File: src/mbe_pkg.sv
// ----------------------------------------------------------------------------
// mbe_pkg
// Types and constants shared by the escape-time lanes, merge and top level.
// ----------------------------------------------------------------------------
package mbe_pkg;

  localparam int LANES    = 8;
  localparam int CNT_W    = 16;
  localparam int Q_W      = 32;
  localparam int PROD_W   = 64;
  localparam int COL_W    = 12;
  localparam int COLX_W   = 13;
  localparam int IM_W     = 26;
  localparam int WIDTH_W  = 13;
  localparam int STEP_W   = 26;
  localparam int USED_W   = 4;
  localparam int CFG_W    = 26;
  localparam int CFG_IDX_W = 2;
  localparam int RE_W     = COLX_W + STEP_W;

  // 2.5 in Q8.24
  localparam logic [Q_W-1:0] Q_TWO_P5 = 32'd41943040;
  // |z|^2 >= 4 in Q16.48 means any bit at or above 2^50 is set
  localparam int ESC_BIT = 50;

  localparam logic [WIDTH_W-1:0] WIDTH_RST = 13'd1024;
  localparam logic [STEP_W-1:0]  STEP_RST  = 26'd57400;
  localparam logic [CNT_W-1:0]   MAXIT_RST = 16'd256;

  typedef enum logic [CFG_IDX_W-1:0] {
    CFG_WIDTH = 2'd0,
    CFG_STEP  = 2'd1,
    CFG_MAXIT = 2'd2
  } cfg_idx_e;

  typedef enum logic [4:0] {
    ST_IDLE  = 5'b00001,
    ST_SETUP = 5'b00010,
    ST_MUL   = 5'b00100,
    ST_ADD   = 5'b01000,
    ST_DONE  = 5'b10000
  } state_e;

  typedef struct packed {
    logic             load;
    logic             mul;
    logic             add;
    logic             at_limit;
    logic [CNT_W-1:0] iter;
  } lane_ctrl_t;

  typedef struct packed {
    logic active;
    logic escape;
  } lane_stat_t;

  typedef logic [LANES-1:0][CNT_W-1:0] lane_cnt_t;

endpackage

File: src/mbe_out_if.sv
// ----------------------------------------------------------------------------
// mbe_out_if
// Output channel: escape counts of one pixel group and its used-lane count.
// ----------------------------------------------------------------------------
interface mbe_out_if import mbe_pkg::*; ();

  logic              valid;
  logic              ready;
  logic [CNT_W-1:0]  count_lane0;
  logic [CNT_W-1:0]  count_lane1;
  logic [CNT_W-1:0]  count_lane2;
  logic [CNT_W-1:0]  count_lane3;
  logic [CNT_W-1:0]  count_lane4;
  logic [CNT_W-1:0]  count_lane5;
  logic [CNT_W-1:0]  count_lane6;
  logic [CNT_W-1:0]  count_lane7;
  logic [USED_W-1:0] lanes_used;

  modport source (
    output valid, output count_lane0, output count_lane1, output count_lane2,
    output count_lane3, output count_lane4, output count_lane5, output count_lane6,
    output count_lane7, output lanes_used, input ready
  );
  modport sink (
    input valid, input count_lane0, input count_lane1, input count_lane2,
    input count_lane3, input count_lane4, input count_lane5, input count_lane6,
    input count_lane7, input lanes_used, output ready
  );

endinterface

File: src/mbe_merge.sv
// ----------------------------------------------------------------------------
// mbe_merge
// Collect the lane counts into one output word, count the used lanes and
// hold the word until the sink takes it.
// ----------------------------------------------------------------------------
module mbe_merge import mbe_pkg::*; (
  input  logic             clk_i,
  input  logic             rst_ni,
  input  logic             push_i,
  input  lane_cnt_t        counts_i,
  input  logic [LANES-1:0] used_i,
  output logic             ready_o,
  mbe_out_if.source        out_o
);

  logic              valid_q;
  lane_cnt_t         cnt_q;
  logic [USED_W-1:0] used_q;

  assign ready_o = !valid_q || out_o.ready;

  always_ff @(posedge clk_i or negedge rst_ni) begin
    if (!rst_ni) begin
      valid_q <= 1'b0;
    end else if (push_i && ready_o) begin
      valid_q <= 1'b1;
    end else if (out_o.ready) begin
      valid_q <= 1'b0;
    end
  end

  always_ff @(posedge clk_i) begin
    if (push_i && ready_o) begin
      cnt_q  <= counts_i;
      used_q <= USED_W'($countones(used_i));
    end
  end

  assign out_o.valid       = valid_q;
  assign out_o.count_lane0 = cnt_q[0];
  assign out_o.count_lane1 = cnt_q[1];
  assign out_o.count_lane2 = cnt_q[2];
  assign out_o.count_lane3 = cnt_q[3];
  assign out_o.count_lane4 = cnt_q[4];
  assign out_o.count_lane5 = cnt_q[5];
  assign out_o.count_lane6 = cnt_q[6];
  assign out_o.count_lane7 = cnt_q[7];
  assign out_o.lanes_used  = used_q;

endmodule

File: src/flat_wrapper.sv
// flat-port wrapper written by rule: the top's interface ports become plain ports
module mbe_merge_flat import mbe_pkg::*;
  (clk_i, rst_ni, push_i, counts_i, used_i, ready_o, out_o_valid, out_o_count_lane0, out_o_count_lane1, out_o_count_lane2, out_o_count_lane3, out_o_count_lane4, out_o_count_lane5, out_o_count_lane6, out_o_count_lane7, out_o_lanes_used, out_o_ready);
  mbe_out_if out_o_i ();
  input  logic clk_i;
  input  logic rst_ni;
  input  logic push_i;
  input  lane_cnt_t counts_i;
  input  logic [LANES-1:0] used_i;
  output logic ready_o;
  output wire logic [$bits(out_o_i.valid)-1:0] out_o_valid;
  output wire logic [$bits(out_o_i.count_lane0)-1:0] out_o_count_lane0;
  output wire logic [$bits(out_o_i.count_lane1)-1:0] out_o_count_lane1;
  output wire logic [$bits(out_o_i.count_lane2)-1:0] out_o_count_lane2;
  output wire logic [$bits(out_o_i.count_lane3)-1:0] out_o_count_lane3;
  output wire logic [$bits(out_o_i.count_lane4)-1:0] out_o_count_lane4;
  output wire logic [$bits(out_o_i.count_lane5)-1:0] out_o_count_lane5;
  output wire logic [$bits(out_o_i.count_lane6)-1:0] out_o_count_lane6;
  output wire logic [$bits(out_o_i.count_lane7)-1:0] out_o_count_lane7;
  output wire logic [$bits(out_o_i.lanes_used)-1:0] out_o_lanes_used;
  input wire logic [$bits(out_o_i.ready)-1:0] out_o_ready;
  assign out_o_valid = out_o_i.valid;
  assign out_o_count_lane0 = out_o_i.count_lane0;
  assign out_o_count_lane1 = out_o_i.count_lane1;
  assign out_o_count_lane2 = out_o_i.count_lane2;
  assign out_o_count_lane3 = out_o_i.count_lane3;
  assign out_o_count_lane4 = out_o_i.count_lane4;
  assign out_o_count_lane5 = out_o_i.count_lane5;
  assign out_o_count_lane6 = out_o_i.count_lane6;
  assign out_o_count_lane7 = out_o_i.count_lane7;
  assign out_o_lanes_used = out_o_i.lanes_used;
  assign out_o_i.ready = out_o_ready;
  mbe_merge u_core (.clk_i(clk_i), .rst_ni(rst_ni), .push_i(push_i), .counts_i(counts_i), .used_i(used_i), .ready_o(ready_o), .out_o(out_o_i));
endmodule
File: config.mk
export PLATFORM = sky130hd
export DESIGN_NAME = mbe_merge_flat
export DESIGN_NICKNAME = d
export VERILOG_FILES = /design/src/mbe_pkg.sv /design/src/mbe_out_if.sv /design/src/mbe_merge.sv /design/src/flat_wrapper.sv
export SDC_FILE = /design/constraint.sdc
export NUM_CORES = 1
export LEC_CHECK = 0
export ABC_CLOCK_PERIOD_IN_PS = 2390
export BUFFER_PORTS_ARGS = -buffer_cell sky130_fd_sc_hd__buf_2
export CAP_MARGIN = 20
export CORE_MARGIN = 4
export CORE_UTILIZATION = 30
export CTS_BUF_LIST = sky130_fd_sc_hd__clkbuf_8
export DETAILED_ROUTE_END_ITERATION = 8
export PLACE_DENSITY_LB_ADDON = 0.12
export SKIP_LAST_GASP = 1
export SLEW_MARGIN = 20
export SYNTH_ARGS = -nofsm -noshare
export SYNTH_HDL_FRONTEND = slang
export SYNTH_SLANG_ARGS = --single-unit
File: constraint.sdc
create_clock -name clk_i -period 2.39 [get_ports clk_i]
set_clock_uncertainty 0.2 [all_clocks]
set_input_delay 0.239 -clock clk_i [delete_from_list [all_inputs] [get_ports clk_i]]
set_output_delay 0.239 -clock clk_i [all_outputs]
set_load 0.01 [all_outputs]
==> impl_metrics.json, run 1 <==
{
  "fp.dieH_um": 126,
  "synth_top_area_share_pct": 94.6,
  "cts-resized-gates": 0,
  "synth_warnings": 0,
  "netlist_area_um2": 4190,
  "die_width_um": 126,
  "postCtsSetupBuffers": 0,
  "syn_area_per_cell_um2": 27.8,
  "stop_stage": "clock tree synthesis",
  "htree_levels": 4,
  "gp_congestion": 0.778,
  "yosysMostFrequentCell": "edfxtp_1",
  "yosysTopAreaCell": "edfxtp_1",
  "cts.path.max_buffers": 2,
  "synth_area_leaders": "edfxtp_1 95%, fa_1 1.9%, ha_1 1.8%",
  "status": "aborted with a tool error",
  "synth-edff-count": 132,
  "dpl_worst_slack_ns": -0.193,
  "syn_nets": 301,
  "root_buffer": "clkbuf_8",
  "start_util_pct": 31.2,
  "synthFlopType": "edfxtp_1",
  "yosysUniqueCellTypes": 8,
  "hpwl_mm": 8.40,
  "error": "[ERROR RSZ-0060] Max buffer count reached.",
  "port_buffers": 273,
  "synthTopCellsByCount": "132 x edfxtp_1, 6 x ha_1, 5 x inv_1",
  "yosysSeqAreaShare_pct": 95.2,
  "num_io_pins": 274,
  "synthArstFlopShare_pct": 0.752,
  "ys_ff_latch": 133,
  "syn_inst": 151,
  "rows": 42,
  "cts_hold_buf": 128,
  "cts_sinks": 133,
  "cts_buffers": 17
}
## metrics by stage
| stage | area, um^2 | instances |
|---|---|---|
| after detailed placement | 5860 | 604 |
| after floorplan | 4220 | 151 |
| after global placement | 5860 | 604 |
## logic make-up after synthesis
family | count (synthesis) | synth area share [%]
buffers and inverters | 5 | 0.448
adder cells (fa/ha/maj) | 10 | 3.70
flip-flops | 133 | 95.2
AND/OR/NAND/NOR | 3 | 0.687
==> inputs of run 2 (changes only) <==
--- a/config.mk
+++ b/config.mk
@@ -9,10 +9,9 @@
 export BUFFER_PORTS_ARGS = -buffer_cell sky130_fd_sc_hd__buf_2
 export CAP_MARGIN = 20
 export CORE_MARGIN = 4
-export CORE_UTILIZATION = 30
-export CTS_BUF_LIST = sky130_fd_sc_hd__clkbuf_8
+export CORE_UTILIZATION = 20
 export DETAILED_ROUTE_END_ITERATION = 8
-export PLACE_DENSITY_LB_ADDON = 0.12
+export PLACE_DENSITY_LB_ADDON = 0.15
 export SKIP_LAST_GASP = 1
 export SLEW_MARGIN = 20
 export SYNTH_ARGS = -nofsm -noshare
==> run 2 against run 1 <==
Effect of this change:
- synthesized cell count unchanged
- the run now ends clean
- area after synthesis is the same
==> impl_metrics.json, run 2 <==
{
  "yosysSeqAreaShare_pct": 95.2,
  "syn_to_final_growth_pct": 88.5,
  "drt_iter0_markers": 74,
  "regArea_um2": 3990,
  "fin_cells": 860,
  "synthTopCellsByCount": "132 x edfxtp_1, 6 x ha_1, 5 x inv_1",
  "wl_per_cell_um": 14.1,
  "fillers": 1947,
  "synth-edff-count": 132,
  "hold_depth": 3,
  "arrival_ns": 2.11,
  "dpl_cell_area_um2": 5970,
  "cp-startpoint": "used_i[3]",
  "antenna_found_initial": 0,
  "root_buffer": "clkbuf_16",
  "gp_congestion": 0.734,
  "htree_levels": 4,
  "synthFlopType": "edfxtp_1",
  "yosysTopAreaCell": "edfxtp_1",
  "hp-start": "used_i[1]",
  "hpwl_mm": 8.71,
  "grt_first_pass_wirelength_mm": 18.5,
  "final_cell_mix": "273 x buf_2, 132 x dlygate4sd3_1, 132 x edfxtp_1, 17 x clkbuf_16, 5 x clkinv_4",
  "relSlewSlack_pct": 74.2,
  "grt_overflow": 0,
  "crit_buf_inv": 3,
  "vias": 3080,
  "port_buffers": 273,
  "hold_end": "u_core.out_o.lanes_used[0]",
  "post-route-drc-count": 0,
  "period_needed_ns": 2.17,
  "grt_pass1_vias": 3455,
  "busiest_layer": "met2",
  "finalPower_mw": 6.09,
  "cp_top_family": "adder cells",
  "slew_violations": 0,
  "synth_area_leaders": "edfxtp_1 95%, fa_1 1.9%, ha_1 1.8%",
  "setup_viol": 0,
  "cpPeakStageDelay_ns": 0.43,
  "rsz0062_at_grt": "false",
  "r2r-end": "u_core.out_o.count_lane1[0]",
  "startpoint_type": "input port",
  "dp.cells": 696,
  "yosysMostFrequentCell": "edfxtp_1",
  "finalCritPeriodShare_pct": 90.8,
  "cp-end-kind": "flip-flop",
  "grt_usage_pct": 10.3,
  "rrSetupSlack_ns": 0.82,
  "nets": 727,
  "p_leak_nw": 3.33,
  "via_per_inst": 3.58,
  "start_util_pct": 20.5,
  "cp_max_fo": 1,
  "r2r_cells": 3,
  "netlist_area_um2": 4190,
  "ys_ff_latch": 133,
  "coreArea_um2": 20400,
  "syn_inst": 151,
  "fin_area_um2": 7900,
  "cts_buffers": 17,
  "final_layout_size_suffix_gt1_share_pct": 52.9,
  "critPathKind": "input port to flip-flop",
  "postRouteWirelength_mm": 12.1,
  "syn_area_per_cell_um2": 27.8,
  "use_met3_pct": 4.52,
  "clk_latency_ns": 0.40,
  "drt_pass1_iterations": 4,
  "cts-resized-gates": 0,
  "num_io_pins": 274,
  "yosysUniqueCellTypes": 8,
  "cts_tree": "yes",
  "hold_viol_final": 0,
  "drv_cap": 0,
  "r2r_start": "u_core.out_o.valid",
  "use_met2_pct": 19.0,
  "peakVddDrop_uv": 417,
  "crit_required_ns": 2.33,
  "synth_top_area_share_pct": 94.6,
  "final_common_cell": "buf_2",
  "use_met1_pct": 9.97,
  "diodes": 0,
  "powerDensity_nw_per_um2": 771,
  "max_freq_mhz": 461,
  "cts_sinks": 133,
  "clk_pin_slew_worst_paths_ns": 0.06,
  "critPathSlowestCell": "fa_1",
  "cts.path.max_buffers": 2,
  "ant_nets": 0,
  "path_cells": "buf_2 -> ha_4 -> inv_2 -> fa_2 -> inv_2 -> fa_1 -> ha_2 -> fa_1",
  "grt_max_degree": 70,
  "hold_class": "input port to flip-flop",
  "die_area_um2": 23300,
  "rows": 52,
  "syn_nets": 301,
  "synth_warnings": 0,
  "multi_input_area_um2": 214,
  "die_width_um": 153,
  "synthArstFlopShare_pct": 0.752,
  "fp.dieH_um": 153,
  "worst-slew-pin-transition_ns": 0.387,
  "status": "finished, final reports clean"
}
-- run 2: worst reg2reg max path, stage by stage (launching register included) --
cell and delay (ns):
dfrtp_1 0.40, nand2b_4 0.08, and2_4 0.17, buf_12 0.31
-- run 2: worst max path at each step --
stage | slack, ns | end | cells after the start
3_5_place_dp | -0.20 | u_core.out_o.lanes_used[2] | 8
2_1_floorplan | -0.02 | u_core.out_o.lanes_used[2] | 7
3_3_place_gp | -0.18 | u_core.out_o.lanes_used[2] | 8
6_report | 0.22 | u_core.out_o.lanes_used[2] | 8
4_1_cts | 0.24 | u_core.out_o.lanes_used[2] | 8
5_1_grt | 0.21 | u_core.out_o.lanes_used[2] | 8
-- run 2: metrics by stage --
stage          hold WS [ns]  util (%)  TNS (ns)  worst slack, ns
2_1_floorplan        -0.257         -   -0.0155          -0.0155
3_3_place_gp         -0.185      29.2    -0.284           -0.178
3_5_place_dp         -0.183      29.2    -0.334           -0.205
4_1_cts              0.0501      38.7         0            0.237
5_1_grt              0.0777      38.7         0            0.213
6_report             0.0793      38.7         0            0.220
-- run 2: layout make-up --
type	instances	area share, %
Sequential cell	133	50.5
Multi-Input combinational cell	13	2.71
Tap cell	270	4.28
Clock inverter	14	2.34
Timing Repair Buffer	407	34.5
Clock buffer	18	5.43
Inverter	5	0.238
-- run 2: cell families after synthesis --
| family | after synthesis | share of synthesized area (%) |
|---|---|---|
| flops | 133 | 95.2 |
| fa+ha+maj | 10 | 3.70 |
| buf+inv | 5 | 0.448 |
| simple gates | 3 | 0.687 |
-- run 2: timing repair --
item	CTS	global route
hold buffers	132	0
endpoints found under the hold margin	130	0
setup buffers	0	0
setup endpoints to repair	0	0
-- run 2: layer usage --
layer | wire [um] | vias up | share of wire, %
met5 | 0 | - | 0
met4 | 250 | 0 | 2.1
met3 | 946 | 17 | 7.8
met2 | 6760 | 130 | 56
met1 | 4150 | 1476 | 34
li1 | - | 1457 | -
-- run 2: power by group --
| group | switching [mW] | total [mW] | leakage (nW) | internal, mW |
|---|---|---|---|---|
| combinational | 0.281 | 0.624 | 1.76 | 0.343 |
| clock | 0.962 | 2.70 | 0.300 | 1.74 |
| sequential | 0.0287 | 2.77 | 1.27 | 2.74 |
No activity file was read; power rests on OpenSTA's default activity.
==> inputs of run 3 (changes only) <==
--- a/config.mk
+++ b/config.mk
@@ -11,7 +11,9 @@
 export CORE_MARGIN = 4
 export CORE_UTILIZATION = 20
 export DETAILED_ROUTE_END_ITERATION = 8
+export MAX_ROUTING_LAYER = met4
 export PLACE_DENSITY_LB_ADDON = 0.15
+export SETUP_SLACK_MARGIN = 0.05
 export SKIP_LAST_GASP = 1
 export SLEW_MARGIN = 20
 export SYNTH_ARGS = -nofsm -noshare
==> run 3 against run 2 <==
Effect of this change:
- sequential cell count unchanged
- final cell count unchanged
- fmax about the same
- power barely moved
- die area unchanged
==> impl_metrics.json, run 3 (synthesis gave the netlist of run 2 again) <==
{
  "status": "finished, final reports clean",
  "p_int_mw": 4.82,
  "period_needed_ns": 2.17,
  "grt_usage_pct": 10.6,
  "hold_viol_final": 0,
  "use_met3_pct": 4.26,
  "drt_pass1_iterations": 4,
  "grt_pass1_vias": 3473,
  "drv_cap": 0,
  "rsz0062_at_grt": "false",
  "drt_iter0_markers": 89,
  "wl_per_cell_um": 14.1,
  "final_cell_mix": "273 x buf_2, 132 x dlygate4sd3_1, 132 x edfxtp_1, 17 x clkbuf_16, 5 x clkinv_4",
  "grt_overflow": 0,
  "port_buffers": 273,
  "p_leak_nw": 3.33,
  "via_per_inst": 3.59,
  "die_area_um2": 23300,
  "diodes": 0,
  "p_sw_mw": 1.27,
  "coreArea_um2": 20400,
  "vias": 3086,
  "clk_latency_ns": 0.40,
  "swShare_pct": 20.9,
  "max_freq_mhz": 461,
  "cp_max_fo": 1,
  "fp.dieH_um": 153,
  "die_width_um": 153,
  "ant_nets": 0,
  "final_layout_size_suffix_gt1_share_pct": 52.9,
  "postCtsSetupBuffers": 0,
  "busiest_layer": "met2",
  "syn_to_final_growth_pct": 88.5,
  "cts_sinks": 133,
  "setup_viol": 0,
  "root_buffer": "clkbuf_16",
  "arrival_ns": 2.11,
  "cts_buffers": 17,
  "startpoint_type": "input port",
  "cts.path.max_buffers": 2,
  "p_clk_share_pct": 44.4,
  "antenna_found_initial": 0,
  "relSlewSlack_pct": 74.3,
  "finalCritPeriodShare_pct": 90.8,
  "htree_levels": 4,
  "hpwl_mm": 8.71,
  "slew_violations": 0,
  "grt_first_pass_wirelength_mm": 18.5,
  "use_met1_pct": 10.2,
  "grt_max_degree": 70,
  "clk_pin_slew_worst_paths_ns": 0.06,
  "gp_congestion": 0.743,
  "post-route-drc-count": 0,
  "postRouteWirelength_mm": 12.1,
  "combPwrFrac_pct": 10.2,
  "worst-slew-pin-transition_ns": 0.386,
  "rows": 52,
  "num_io_pins": 274,
  "powerDensity_nw_per_um2": 771,
  "hold_class": "input port to flip-flop",
  "final_common_cell": "buf_2",
  "crit_required_ns": 2.33,
  "use_met2_pct": 19.0,
  "finalCoreUtilization_pct": 38.7,
  "peakVddDrop_uv": 417,
  "critPathKind": "input port to flip-flop",
  "start_util_pct": 20.5,
  "cp-end-kind": "flip-flop",
  "p_seq_share_pct": 45.4,
  "nets": 727,
  "cts_tree": "yes",
  "finalPower_mw": 6.09
}
## run 3: cell counts in the layout (fill, tap and decap cells not counted)
Identical to the previous run, type by type.
## run 3: final cells by class
class,instances,area [um^2]
Inverter,5,18.8
Clock buffer,18,429
Timing Repair Buffer,407,2730
Fill cell,1947,12500
Multi-Input combinational cell,13,214
Tap cell,270,338
Sequential cell,133,3990
Clock inverter,14,185
## run 3: worst max-delay path, cell delays in order
cell	delay, ns
buf_2	0.12
ha_4	0.26
inv_2	0.03
fa_2	0.37
inv_2	0.06
fa_1	0.41
ha_2	0.19
fa_1	0.43
## run 3: power by group through the flow
stage,Combinational (mW),Sequential (mW),Clock [mW]
2_1_floorplan,0.0896,2.90,0
3_3_place_gp,0.457,2.81,0
3_5_place_dp,0.464,2.82,0
4_1_cts,0.637,2.77,2.81
5_1_grt,0.683,2.78,2.91
6_report,0.623,2.77,2.70
## run 3: repair_timing
action,in CTS,in global routing
hold endpoints to repair,130,0
hold buffers,132,0
resized for setup,0,0
## run 3: final timing paths
kind                            cells past startpoint                           to  slack, ns               start
worst max-delay path                                8   u_core.out_o.lanes_used[2]       0.22           used_i[3]
min in group asynchronous                           3           u_core.out_o.valid       0.47              rst_ni
max in group asynchronous                           3           u_core.out_o.valid       1.42              rst_ni
worst min-delay path                                3   u_core.out_o.lanes_used[0]       0.08           used_i[1]
worst min register to register                      3  u_core.out_o.count_lane4[2]       0.82  u_core.out_o.valid
worst max register to register                      3  u_core.out_o.count_lane1[0]       0.82  u_core.out_o.valid
## run 3: per-stage QoR
step | setup TNS [ns] | worst slack, ns | hold WS [ns] | cells | instance area, um^2
2_1_floorplan | -0.0155 | -0.0155 | -0.257 | 151 | 4220
3_3_place_gp | -0.284 | -0.178 | -0.185 | 696 | 5970
3_5_place_dp | -0.334 | -0.205 | -0.183 | 696 | 5970
4_1_cts | 0 | 0.237 | 0.0501 | 860 | 7900
5_1_grt | 0 | 0.214 | 0.0762 | 860 | 7900
6_report | 0 | 0.219 | 0.0769 | 860 | 7900
## run 3: per-layer routing
layer	up-vias	share of wire, %
met3	16	7.3
met5	-	0
met2	132	56
li1	1456	-
met1	1482	35
met4	0	2.1
